$ cat src/sv/ctm_pkg.sv
package ctm_pkg;

  // Burst length after reset.
  localparam logic [7:0] DEFAULT_COUNT = 8'd100;

  // Where the reported level came from.
  typedef enum logic [1:0] {
    SRC_CORRIDOR = 2'd0,
    SRC_UPPER    = 2'd1,
    SRC_PLAIN    = 2'd2
  } source_t;

  // Back-end sequencer states.
  typedef enum logic [2:0] {
    BK_IDLE,
    BK_DIV_BASE,
    BK_SCAN_UPPER,
    BK_DIV_UPPER,
    BK_SCAN_CORR,
    BK_DIV_LEVEL,
    BK_EMIT
  } back_state_t;

endpackage

$ cat src/sv/ctm_store.sv
module ctm_store #(
  parameter int DEPTH = 128,
  parameter int WIDTH = 12
) (
  input  logic                     clk,
  input  logic                     we,
  input  logic [$clog2(DEPTH)-1:0] waddr,
  input  logic [WIDTH-1:0]         wdata,
  input  logic [$clog2(DEPTH)-1:0] raddr,
  output logic [WIDTH-1:0]         rdata
);

  logic [WIDTH-1:0] mem [DEPTH];

  // One write port and one registered read port.
  always_ff @(posedge clk) begin
    if (we) begin
      mem[waddr] <= wdata;
    end
    rdata <= mem[raddr];
  end

endmodule

$ cat src/sv/ctm_queue.sv
module ctm_queue #(
  parameter int WIDTH = 28,
  parameter int DEPTH = 2
) (
  input  logic             clk,
  input  logic             rst,
  input  logic             push,
  input  logic [WIDTH-1:0] push_data,
  input  logic             pop,
  output logic             not_empty,
  output logic [WIDTH-1:0] head
);

  localparam int PTR_W = (DEPTH > 1) ? $clog2(DEPTH) : 1;
  localparam int CNT_W = $clog2(DEPTH + 1);

  logic [WIDTH-1:0] entry [DEPTH];
  logic [PTR_W-1:0] wr_ptr;
  logic [PTR_W-1:0] rd_ptr;
  logic [CNT_W-1:0] fill;

  assign not_empty = (fill != '0);
  assign head      = entry[rd_ptr];

  // Pointers and occupancy.
  always_ff @(posedge clk) begin
    if (rst) begin
      wr_ptr <= '0;
      rd_ptr <= '0;
      fill   <= '0;
    end else begin
      if (push) begin
        wr_ptr <= (wr_ptr == PTR_W'(DEPTH - 1)) ? '0 : wr_ptr + 1'b1;
      end
      if (pop) begin
        rd_ptr <= (rd_ptr == PTR_W'(DEPTH - 1)) ? '0 : rd_ptr + 1'b1;
      end
      if (push && !pop) begin
        fill <= fill + 1'b1;
      end else if (pop && !push) begin
        fill <= fill - 1'b1;
      end
    end
  end

  // Entry storage.
  always_ff @(posedge clk) begin
    if (push) begin
      entry[wr_ptr] <= push_data;
    end
  end

endmodule

$ cat src/sv/ctm_front.sv
module ctm_front #(
  parameter int MAX_SAMPLES = 128,
  parameter int SAMPLE_BITS = 12
) (
  input  logic                             clk,
  input  logic                             rst,
  input  logic [7:0]                       sample_count,
  input  logic                             accept,
  input  logic [SAMPLE_BITS-1:0]           sample,
  output logic                             mem_we,
  output logic [$clog2(MAX_SAMPLES)-1:0]   mem_waddr,
  output logic                             job_push,
  output logic [$clog2(MAX_SAMPLES+1)-1:0] job_count,
  output logic [SAMPLE_BITS+$clog2(MAX_SAMPLES+1)-1:0] job_sum
);

  localparam int CNT_W  = $clog2(MAX_SAMPLES + 1);
  localparam int ADDR_W = $clog2(MAX_SAMPLES);
  localparam int SUM_W  = SAMPLE_BITS + CNT_W;
  localparam int CMP_W  = (CNT_W > 8) ? CNT_W : 8;

  logic [CNT_W-1:0] fill_count;
  logic [SUM_W-1:0] running_sum;
  logic [CMP_W-1:0] count_ext;
  logic [CNT_W-1:0] burst_len;
  logic [CNT_W-1:0] fill_inc;
  logic [SUM_W-1:0] sum_inc;
  logic             close;

  // Clamp the burst length to 1..MAX_SAMPLES.
  assign count_ext = CMP_W'(sample_count);
  always_comb begin
    if (count_ext == '0) begin
      burst_len = CNT_W'(1);
    end else if (count_ext > CMP_W'(MAX_SAMPLES)) begin
      burst_len = CNT_W'(MAX_SAMPLES);
    end else begin
      burst_len = CNT_W'(count_ext);
    end
  end

  assign fill_inc = fill_count + 1'b1;
  assign sum_inc  = running_sum + SUM_W'(sample);
  assign close    = (fill_inc >= burst_len);

  // Each accepted item goes to the next buffer slot.
  assign mem_we    = accept;
  assign mem_waddr = fill_count[ADDR_W-1:0];

  // The closing item hands the burst to the back end.
  assign job_push  = accept && close;
  assign job_count = fill_inc;
  assign job_sum   = sum_inc;

  always_ff @(posedge clk) begin
    if (rst) begin
      fill_count  <= '0;
      running_sum <= '0;
    end else if (accept) begin
      if (close) begin
        fill_count  <= '0;
        running_sum <= '0;
      end else begin
        fill_count  <= fill_inc;
        running_sum <= sum_inc;
      end
    end
  end

endmodule

$ cat src/sv/ctm_back.sv
module ctm_back #(
  parameter int MAX_SAMPLES = 128,
  parameter int SAMPLE_BITS = 12
) (
  input  logic                             clk,
  input  logic                             rst,
  input  logic                             job_valid,
  input  logic [$clog2(MAX_SAMPLES+1)-1:0] job_count,
  input  logic [SAMPLE_BITS+$clog2(MAX_SAMPLES+1)-1:0] job_sum,
  output logic                             job_pop,
  output logic                             mem_busy,
  output logic [$clog2(MAX_SAMPLES)-1:0]   mem_raddr,
  input  logic [SAMPLE_BITS-1:0]           mem_rdata,
  output logic                             result_valid,
  input  logic                             result_stall,
  output logic [SAMPLE_BITS-1:0]           level,
  output logic [1:0]                       source
);

  localparam int CNT_W  = $clog2(MAX_SAMPLES + 1);
  localparam int ADDR_W = $clog2(MAX_SAMPLES);
  localparam int SUM_W  = SAMPLE_BITS + CNT_W;
  localparam int STEP_W = $clog2(SUM_W);

  ctm_pkg::back_state_t state;
  ctm_pkg::back_state_t state_next;

  // Shared restoring divider: one quotient bit per cycle.
  logic [SUM_W-1:0]  div_num;
  logic [CNT_W-1:0]  div_den;
  logic [CNT_W-1:0]  div_rem;
  logic [STEP_W-1:0] div_step;
  logic [CNT_W:0]    rem_sh;
  logic              rem_ge;
  logic [CNT_W-1:0]  rem_nx;
  logic [SUM_W-1:0]  num_nx;
  logic              div_last;
  logic              div_phase;

  // Scan over the buffer.
  logic [CNT_W-1:0]  scan_n;
  logic [CNT_W-1:0]  rd_idx;
  logic              rd_vld;
  logic              issue;
  logic              scan_phase;
  logic              scan_done;
  logic              hit_upper;
  logic              hit;
  logic [SUM_W-1:0]  acc_sum;
  logic [CNT_W-1:0]  acc_cnt;

  logic [SAMPLE_BITS-1:0] base_mean;
  logic [SAMPLE_BITS-1:0] upper_mean;
  logic [SAMPLE_BITS-1:0] res_level;
  ctm_pkg::source_t       res_src;
  logic                   out_load;

  assign rem_sh   = {div_rem, div_num[SUM_W-1]};
  assign rem_ge   = (rem_sh >= {1'b0, div_den});
  assign rem_nx   = rem_ge ? CNT_W'(rem_sh - {1'b0, div_den}) : CNT_W'(rem_sh);
  assign num_nx   = {div_num[SUM_W-2:0], rem_ge};
  assign div_last = (div_step == STEP_W'(SUM_W - 1));

  assign div_phase  = (state == ctm_pkg::BK_DIV_BASE) || (state == ctm_pkg::BK_DIV_UPPER) ||
                      (state == ctm_pkg::BK_DIV_LEVEL);
  assign scan_phase = (state == ctm_pkg::BK_SCAN_UPPER) || (state == ctm_pkg::BK_SCAN_CORR);
  assign issue      = scan_phase && (rd_idx != scan_n);
  assign scan_done  = scan_phase && (rd_idx == scan_n) && !rd_vld;
  assign mem_raddr  = rd_idx[ADDR_W-1:0];

  assign hit_upper = (mem_rdata >= base_mean);
  assign hit       = (state == ctm_pkg::BK_SCAN_CORR) ? (hit_upper && (mem_rdata <= upper_mean))
                                                      : hit_upper;

  assign job_pop  = (state == ctm_pkg::BK_IDLE) && job_valid;
  assign out_load = (state == ctm_pkg::BK_EMIT) && (!result_valid || !result_stall);

  // The buffer is in use from the start of a job until the last scan ends.
  assign mem_busy = (state != ctm_pkg::BK_IDLE) && (state != ctm_pkg::BK_DIV_LEVEL) &&
                    (state != ctm_pkg::BK_EMIT);

  // State register.
  always_ff @(posedge clk) begin
    if (rst) begin
      state <= ctm_pkg::BK_IDLE;
    end else begin
      state <= state_next;
    end
  end

  // Next-state logic.
  always_comb begin
    state_next = state;
    unique case (state)
      ctm_pkg::BK_IDLE: begin
        if (job_valid) begin
          state_next = ctm_pkg::BK_DIV_BASE;
        end
      end
      ctm_pkg::BK_DIV_BASE: begin
        if (div_last) begin
          state_next = ctm_pkg::BK_SCAN_UPPER;
        end
      end
      ctm_pkg::BK_SCAN_UPPER: begin
        if (scan_done) begin
          state_next = (acc_cnt == '0) ? ctm_pkg::BK_EMIT : ctm_pkg::BK_DIV_UPPER;
        end
      end
      ctm_pkg::BK_DIV_UPPER: begin
        if (div_last) begin
          state_next = ctm_pkg::BK_SCAN_CORR;
        end
      end
      ctm_pkg::BK_SCAN_CORR: begin
        if (scan_done) begin
          state_next = (acc_cnt == '0) ? ctm_pkg::BK_EMIT : ctm_pkg::BK_DIV_LEVEL;
        end
      end
      ctm_pkg::BK_DIV_LEVEL: begin
        if (div_last) begin
          state_next = ctm_pkg::BK_EMIT;
        end
      end
      ctm_pkg::BK_EMIT: begin
        if (out_load) begin
          state_next = ctm_pkg::BK_IDLE;
        end
      end
      default: state_next = ctm_pkg::BK_IDLE;
    endcase
  end

  // Read-data valid tracks the registered buffer read.
  always_ff @(posedge clk) begin
    if (rst) begin
      rd_vld <= 1'b0;
    end else begin
      rd_vld <= issue;
    end
  end

  // Divider, scan accumulators and pass results.
  always_ff @(posedge clk) begin
    if (job_pop) begin
      div_num  <= job_sum;
      div_den  <= job_count;
      div_rem  <= '0;
      div_step <= '0;
      scan_n   <= job_count;
    end
    if (div_phase) begin
      div_num  <= num_nx;
      div_rem  <= rem_nx;
      div_step <= div_step + 1'b1;
      rd_idx   <= '0;
      acc_sum  <= '0;
      acc_cnt  <= '0;
      if (div_last) begin
        if (state == ctm_pkg::BK_DIV_BASE) begin
          base_mean <= num_nx[SAMPLE_BITS-1:0];
        end else if (state == ctm_pkg::BK_DIV_UPPER) begin
          upper_mean <= num_nx[SAMPLE_BITS-1:0];
        end else begin
          res_level <= num_nx[SAMPLE_BITS-1:0];
          res_src   <= ctm_pkg::SRC_CORRIDOR;
        end
      end
    end
    if (scan_phase) begin
      if (issue) begin
        rd_idx <= rd_idx + 1'b1;
      end
      if (rd_vld && hit) begin
        acc_sum <= acc_sum + SUM_W'(mem_rdata);
        acc_cnt <= acc_cnt + 1'b1;
      end
      if (scan_done) begin
        if (acc_cnt == '0) begin
          // Nothing selected: fall back to the previous average.
          if (state == ctm_pkg::BK_SCAN_UPPER) begin
            res_level <= base_mean;
            res_src   <= ctm_pkg::SRC_PLAIN;
          end else begin
            res_level <= upper_mean;
            res_src   <= ctm_pkg::SRC_UPPER;
          end
        end else begin
          div_num  <= acc_sum;
          div_den  <= acc_cnt;
          div_rem  <= '0;
          div_step <= '0;
        end
      end
    end
  end

  // Output register.
  always_ff @(posedge clk) begin
    if (rst) begin
      result_valid <= 1'b0;
    end else if (out_load) begin
      result_valid <= 1'b1;
    end else if (!result_stall) begin
      result_valid <= 1'b0;
    end
  end

  always_ff @(posedge clk) begin
    if (out_load) begin
      level  <= res_level;
      source <= res_src;
    end
  end

endmodule

$ cat src/sv/corridor_trimmed_mean.sv
// Throughput: one sample per cycle inside a burst; after the closing item, input stalls
// while the burst waits and then until the last of the one or two scans of the
// single-read-port sample buffer ends; the bit-serial divider may still be running then.
// Reset: synchronous, clears control state and sets sample_count to 100; no buffer clear.
module corridor_trimmed_mean #(
  parameter int MAX_SAMPLES = 128,
  parameter int SAMPLE_BITS = 12
) (
  input  logic                   clk,
  input  logic                   rst,
  input  logic                   cfg_write,
  input  logic [7:0]             cfg_data,
  input  logic                   sample_valid,
  output logic                   sample_stall,
  input  logic [SAMPLE_BITS-1:0] sample,
  output logic                   result_valid,
  input  logic                   result_stall,
  output logic [SAMPLE_BITS-1:0] level,
  output logic [1:0]             source
);

  localparam int CNT_W  = $clog2(MAX_SAMPLES + 1);
  localparam int ADDR_W = $clog2(MAX_SAMPLES);
  localparam int SUM_W  = SAMPLE_BITS + CNT_W;
  localparam int JOB_W  = SUM_W + CNT_W;

  logic [7:0]             sample_count;
  logic                   accept;
  logic                   mem_we;
  logic [ADDR_W-1:0]      mem_waddr;
  logic [ADDR_W-1:0]      mem_raddr;
  logic [SAMPLE_BITS-1:0] mem_rdata;
  logic                   job_push;
  logic [CNT_W-1:0]       push_count;
  logic [SUM_W-1:0]       push_sum;
  logic                   job_valid;
  logic                   job_pop;
  logic [JOB_W-1:0]       job_head;
  logic                   mem_busy;

  // Burst length register.
  always_ff @(posedge clk) begin
    if (rst) begin
      sample_count <= ctm_pkg::DEFAULT_COUNT;
    end else if (cfg_write) begin
      sample_count <= cfg_data;
    end
  end

  // Hold off new samples while a burst waits or the back end still needs the buffer.
  assign sample_stall = job_valid || mem_busy;
  assign accept       = sample_valid && !sample_stall;

  ctm_front #(
    .MAX_SAMPLES(MAX_SAMPLES),
    .SAMPLE_BITS(SAMPLE_BITS)
  ) u_front (
    .clk          (clk),
    .rst          (rst),
    .sample_count (sample_count),
    .accept       (accept),
    .sample       (sample),
    .mem_we       (mem_we),
    .mem_waddr    (mem_waddr),
    .job_push     (job_push),
    .job_count    (push_count),
    .job_sum      (push_sum)
  );

  ctm_store #(
    .DEPTH(MAX_SAMPLES),
    .WIDTH(SAMPLE_BITS)
  ) u_store (
    .clk   (clk),
    .we    (mem_we),
    .waddr (mem_waddr),
    .wdata (sample),
    .raddr (mem_raddr),
    .rdata (mem_rdata)
  );

  ctm_queue #(
    .WIDTH(JOB_W),
    .DEPTH(2)
  ) u_queue (
    .clk       (clk),
    .rst       (rst),
    .push      (job_push),
    .push_data ({push_sum, push_count}),
    .pop       (job_pop),
    .not_empty (job_valid),
    .head      (job_head)
  );

  ctm_back #(
    .MAX_SAMPLES(MAX_SAMPLES),
    .SAMPLE_BITS(SAMPLE_BITS)
  ) u_back (
    .clk          (clk),
    .rst          (rst),
    .job_valid    (job_valid),
    .job_count    (job_head[CNT_W-1:0]),
    .job_sum      (job_head[JOB_W-1:CNT_W]),
    .job_pop      (job_pop),
    .mem_busy     (mem_busy),
    .mem_raddr    (mem_raddr),
    .mem_rdata    (mem_rdata),
    .result_valid (result_valid),
    .result_stall (result_stall),
    .level        (level),
    .source       (source)
  );

endmodule

$ cat config.mk
export PLATFORM = sky130hd
export DESIGN_NAME = corridor_trimmed_mean
export DESIGN_NICKNAME = d
export VERILOG_FILES = /design/src/sv/ctm_pkg.sv /design/src/sv/ctm_store.sv /design/src/sv/ctm_queue.sv /design/src/sv/ctm_front.sv /design/src/sv/ctm_back.sv /design/src/sv/corridor_trimmed_mean.sv
export SDC_FILE = /design/constraint.sdc
export NUM_CORES = 2
export LEC_CHECK = 0
export ABC_AREA = 1
export BUFFER_PORTS_ARGS = -buffer_cell sky130_fd_sc_hd__buf_2
export CORE_MARGIN = 2
export CORE_UTILIZATION = 40
export CTS_CLUSTER_DIAMETER = 150
export DETAILED_ROUTE_END_ITERATION = 6
export PLACE_DENSITY_LB_ADDON = 0.12
export SKIP_CTS_REPAIR_TIMING = 1
export SYNTH_ARGS = -nofsm -noshare
export SYNTH_HDL_FRONTEND = slang
export SYNTH_SLANG_ARGS = --single-unit
$ cat constraint.sdc
create_clock -name clk -period 9.1 [get_ports clk]
set_clock_uncertainty 0.05 [all_clocks]
set_input_delay 1.82 -clock clk [delete_from_list [all_inputs] [get_ports clk]]
set_output_delay 1.82 -clock clk [all_outputs]
set_load 0.02 [all_outputs]
; ---- Word-level counts from Yosys, hierarchy flattened
; Memories as Yosys holds them, arrays and structs flattened. A register that Yosys moved wholly into a read port is not among the register bits.
; Cells that the tools add are included.
; Widths: inputs -> output; s select.
[word_totals]
reg_bits = 182
ramBits = 1592
inputBits = 25
output_inout_bits = 16
word_cells = 166
n_memories = 2
[memory_table]
columns = name, words, width, rd, rd_ports_with_merged_regs, write_ports, line
row1 = u_store.mem, 128, 12, 1, 1, 1, ctm_store.sv:13  ; logic [WIDTH-1:0] mem [DEPTH];
row2 = u_queue.entry, 2, 28, 1, 1, 1, ctm_queue.sv:17  ; logic [WIDTH-1:0] entry [DEPTH];
[classes]
addsub = 11
order_cmp = 5
n_eq_ne = 19
mux = 72
bitwise = 1
n_reduce_logical = 33
[ops]
columns = operator, n
row1 = $mux 20, 9
row2 = $mux 8, 19
row3 = $mux 12, 8
row4 = $add 20x12->20, 2
row5 = $mux 5, 5
row6 = $add 8x1->8 const B, 3
row7 = $mux 3, 8
row8 = $mux 2, 11
row9 = $pmux 3 s7, 1
row10 = $logic_not 8->1, 2
row11 = $ne 2x1->1 const B, 7
row12 = $logic_and 1x1->1, 13
row13 = $ge 12x12->1, 1
row14 = $le 12x12->1, 1
row15 = $mux 1, 11
row16 = $eq 3x3->1 const B, 3
row17 = $ge 9x8->1, 1
row18 = $eq 8x8->1, 1
row19 = $ge 8x8->1, 1
row20 = $gt 8x8->1 const B, 1
row21 = $ne 8x8->1, 1
row22 = $sub 8x8->8, 1
row23 = $reduce_and 7->1, 1
row24 = $eq 3x2->1 const B, 2
row25 = other kinds (16), 28

; ---- Depth between registers and ports, before layout
[depth]
ltp_word = 11
ltp_mapped = 18

; ---- Hierarchy
; From an unflattened synthesis, not the netlist that was laid out.
[unflattened]
cells_unflattened = 6932
area_unflattened_um2 = 75976.6
[modules_own_cells]
columns = mod, instances, cells_each, area_per_inst_um2, seq_area_each_um2
row1 = ctm_store, 1, 5265, 62752.7, 46364.5
row2 = ctm_back, 1, 1114, 8152.8, 3303.2
row3 = ctm_front, 1, 386, 2401.1, 560.5
row4 = ctm_queue, 1, 119, 2346.0, 1781.7
row5 = corridor_trimmed_mean, 1, 48, 324.1, 160.2

; ---- Least setup slack after synthesis
; Ideal clock, no wire load.
[synth_path]
path_type = input port to flip-flop
start = input sample_valid
end = memory u_queue.entry[1][0] (enable)
setup_ns = 0.414
arrival_ns = 3.414
slack_ns = 5.221
cell_stages = 4
n_path_buf = 0
cell_sequence = nand3_2 -> inv_1 -> nand2_1 -> nor2_1
[synth_between]
elab_chain_len = 4
[synth_rtl]
columns = item, line
row1 = "start, declared", corridor_trimmed_mean.sv:13  ; input logic sample_valid,
row2 = $logic_and 1x1->1, corridor_trimmed_mean.sv:52  ; assign accept = sample_valid && !sample_stall;
row3 = $logic_and 1x1->1, ctm_front.sv:51  ; assign job_push = accept && close;
row4 = $mux 1, ctm_queue.sv:48  ; if (push) begin
row5 = $mux 1 (implied by the code), ctm_queue.sv:49  ; entry[wr_ptr] <= push_data;
row6 = "end, declared", ctm_queue.sv:17
; Every way passes these cells.

; ---- Final worst setup path
[layout_path]
start = input sample_valid
end = memory u_store.mem[37][8] (enable)
[layout_between]
elab_chain_len = 3
[layout_rtl]
columns = item, line
row1 = $logic_and 1x1->1, corridor_trimmed_mean.sv:52
row2 = $mux 1, ctm_store.sv:17  ; if (we) begin
row3 = $mux 1 (implied by the code), ctm_store.sv:18  ; mem[waddr] <= wdata;
row4 = "end, declared", ctm_store.sv:13
; Every way passes these cells.

==> flow_summary.ini <==
[place]
gp_congestion = 0.847
dp_hpwl_um = 129000
portBuffers = 40

[timing]
fmax_ghz = 0.201
tightestPinTransition_ns = 1.30
hold_slack_ns = 0.386
finalHoldViolations = 0
finalSetupViolCount = 0
max_slew_margin = 0.130
finalCritPeriodShare = 0.546
fin_crit_ns = 4.97
slew_viol_final = 0
setup_tns_ns = 0
rsz0062_at_grt = false

[min_path]
hp-class = flop to flop
worstHoldPathCells = 0

[routing]
first_pass_iters = 6
drc = 0
vias_per_cell = 5.33
drt-initial-drc-count = 4958
wl_per_cell_um = 23.4
drt_wl_total_um = 222000
vias = 50400
antenna_left = 0

[final_layout]
utilization = 0.453
final-seq-area_um2 = 52200
nNetsFinal = 6917
nFillCells = 17300
syn2layout_area_growth_pct = 12.4
multiInputGateArea_um2 = 20200
drive_gt1_frac = 0.0755

[synth]
yosysUniqueCellTypes = 51
yosys_register_bits = 1787
yosysWarnings = 0
synth-edff-count = 1638
yosys_most_used_dff = edfxtp_1
synth_seq_area_share = 0.698
yosys.area.top_type = edfxtp_1
syn_area_per_cell_um2 = 11.0
syn-cell-area_um2 = 74700
netlist_top_cells_area = edfxtp_1 66%, nand2_1 11%, nand3_1 10%
syn_inst = 6817
async_reset_ff_frac = 0
syn_nets = 6915
synth_top_area_frac = 0.658

[clock_network]
clk_pin_slew_ns = 0.05
cts_buffers = 195
cts_root_buf = clkbuf_16
clock_sinks = 1787
h-tree-depth = 4
clockBufferDepth = 3
insertion_delay_ns = 0.83
cts_tree = yes

[grt]
grt_pass1_wl_um = 326000
track_usage = 0.229
grt_start_max_net_pins = 187
grt-ovfl-total = 0
antenna_found_initial = 7
grt_pass1_vias = 47800

[worst_setup_path]
end_kind = flop
cp.arrival_ns = 5.35
worst-r2r-cell-count = 9
critical-path-max-stage-delay_ns = 0.99
path_max_fanout = 21
required_ns = 9.49
path_cells = buf_2, nand3_2, buf_4, nor3_1, nand2_1, nor2_1
crit_type = input port to flop
cpMaxStageDelayCell = nor2_1
startpoint_type = input port

[die]
start_util = 0.403
fp.dieH_um = 436
ioPinCount = 41
std_cell_rows = 158
core_um2 = 185000
die_w_um = 436
dieArea_um2 = 190000

[power_and_ir_drop]
p_per_area_nw_per_um2 = 288
leakagePower_nw = 30.3
vdd_ir_drop_max_mv = 0.199

[status]
status = finished clean

[run]
maxCapViolCount = 0
==> layer usage <==
metal  global-route usage  wire length, um
met1                0.328            99700
met3               0.0330            13100
met4               0.0649             5720
met5                    0               13
met2                0.364           103000
==> critical path: cells and delay by family <==
kind,cells,cell delay [ns]
and+or+nand+nor,4,3.00
buffers and inverters,2,0.50
==> final cells by class <==
| cell class | instances | share of cell area |
|---|---|---|
| sequential | 1787 | 0.621 |
| inverter | 188 | 0.00873 |
| antenna | 1 | 0.0000298 |
| timing repair buffer | 203 | 0.0190 |
| clock buffer | 260 | 0.0625 |
| clock inverter | 98 | 0.0107 |
| multi-input combinational | 4444 | 0.241 |
| tap | 2480 | 0.0369 |
==> stage by stage <==
stage	instances	instance area [um^2]	setup slack, ns	power [mW]
after detailed placement	9102	77800	3.20	16.7
after CTS	9460	84000	4.09	24.4
after floorplan	6817	74700	5.22	14.1
after global placement	9102	77800	3.15	16.7
final	9461	84000	4.13	24.2
after global routing	9460	84000	3.94	25.4
==> path summary, 6_finish.rpt <==
| path | from | slack [ns] | end |
|---|---|---|---|
| min reg2reg | u_back.res_level[8] | 0.39 | u_back.level[8] |
| min | u_back.res_level[8] | 0.39 | u_back.level[8] |
| max | sample_valid | 4.13 | u_store.mem[37][8] |
| max reg2reg | u_back.state[0] | 4.20 | u_store.mem[37][8] |
==> cells in the mapped netlist (2+ instances only) <==
cell type     n
nor2_2        2
buf_2       125
o21bai_1      5
nand3b_1      5
nand3_1    1494
nand2_2       2
nand3_2       2
a21oi_1      92
ha_1         70
fa_1          3
and2_1        5
edfxtp_1   1638
xor2_1       26
o21a_1        5
nor2_1      295
a31oi_1       3
o22ai_1       7
a22oi_1       7
nor3_1       24
inv_1       165
o21ai_0     105
nand2_1    2199
clkbuf_1    209
buf_1        55
o21ai_1       5
dfxtp_1     149
nand4_1      21
o211ai_1     24
or2_2         3
buf_6         5
clkinv_1      9
xnor2_1      12
nor4_1        2
inv_2        13
buf_4         3
a21o_1        4
a211oi_1      3
o31ai_1       2
nor3b_1       4
nor2_4        2
o21ai_2       3
==> power by group <==
part / internal (mW) / switching (mW) / leakage (nW)
sequential: 9.28 / 0.334 / 16.0
clock: 4.37 / 3.29 / 2.99
combinational: 1.84 / 5.08 / 11.4
==> cell families (layout without fill, tap and decap cells) <==
| group | Yosys count | in the layout | share of synthesized area |
|---|---|---|---|
| simple gates | 4064 | 4064 | 0.232 |
| fa+ha+maj | 73 | 73 | 0.0125 |
| other cells | 0 | 1 | 0 |
| buf+inv | 586 | 749 | 0.0323 |
| xor+xnor | 38 | 38 | 0.00445 |
| compound gates | 268 | 268 | 0.0202 |
| mux | 1 | 1 | 0.000134 |
| flops | 1787 | 1787 | 0.698 |
==> state kept, by name (all words and copies together) (netlist names), 12 cells and up, named ones only <==
name                 count
u_back.acc_sum          20
u_store.mem           1536
u_front.running_sum     20
u_back.level            12
u_store.rdata           12
u_back.base_mean        12
u_queue.entry           56
u_back.res_level        12
u_back.upper_mean       12
u_back.div_num          20
==> cell usage in the layout, fill, tap and decap left out, types with 21 or more instances in the layout <==
cell type and instances:
nor2_2 24, nand2_1 2198, edfxtp_1 1638, clkbuf_1 55, clkbuf_16 197, o211ai_1 24, nand4_1 21, inv_1 165
o21ai_0 105, ha_1 70, dfxtp_1 144, buf_2 28, nand3_1 1494, clkinv_1 52, nor3_1 23, nor2_1 272
xor2_1 26, clkinv_2 26, buf_4 155, a21oi_1 92
No activity file was read; power rests on OpenSTA's default activity.
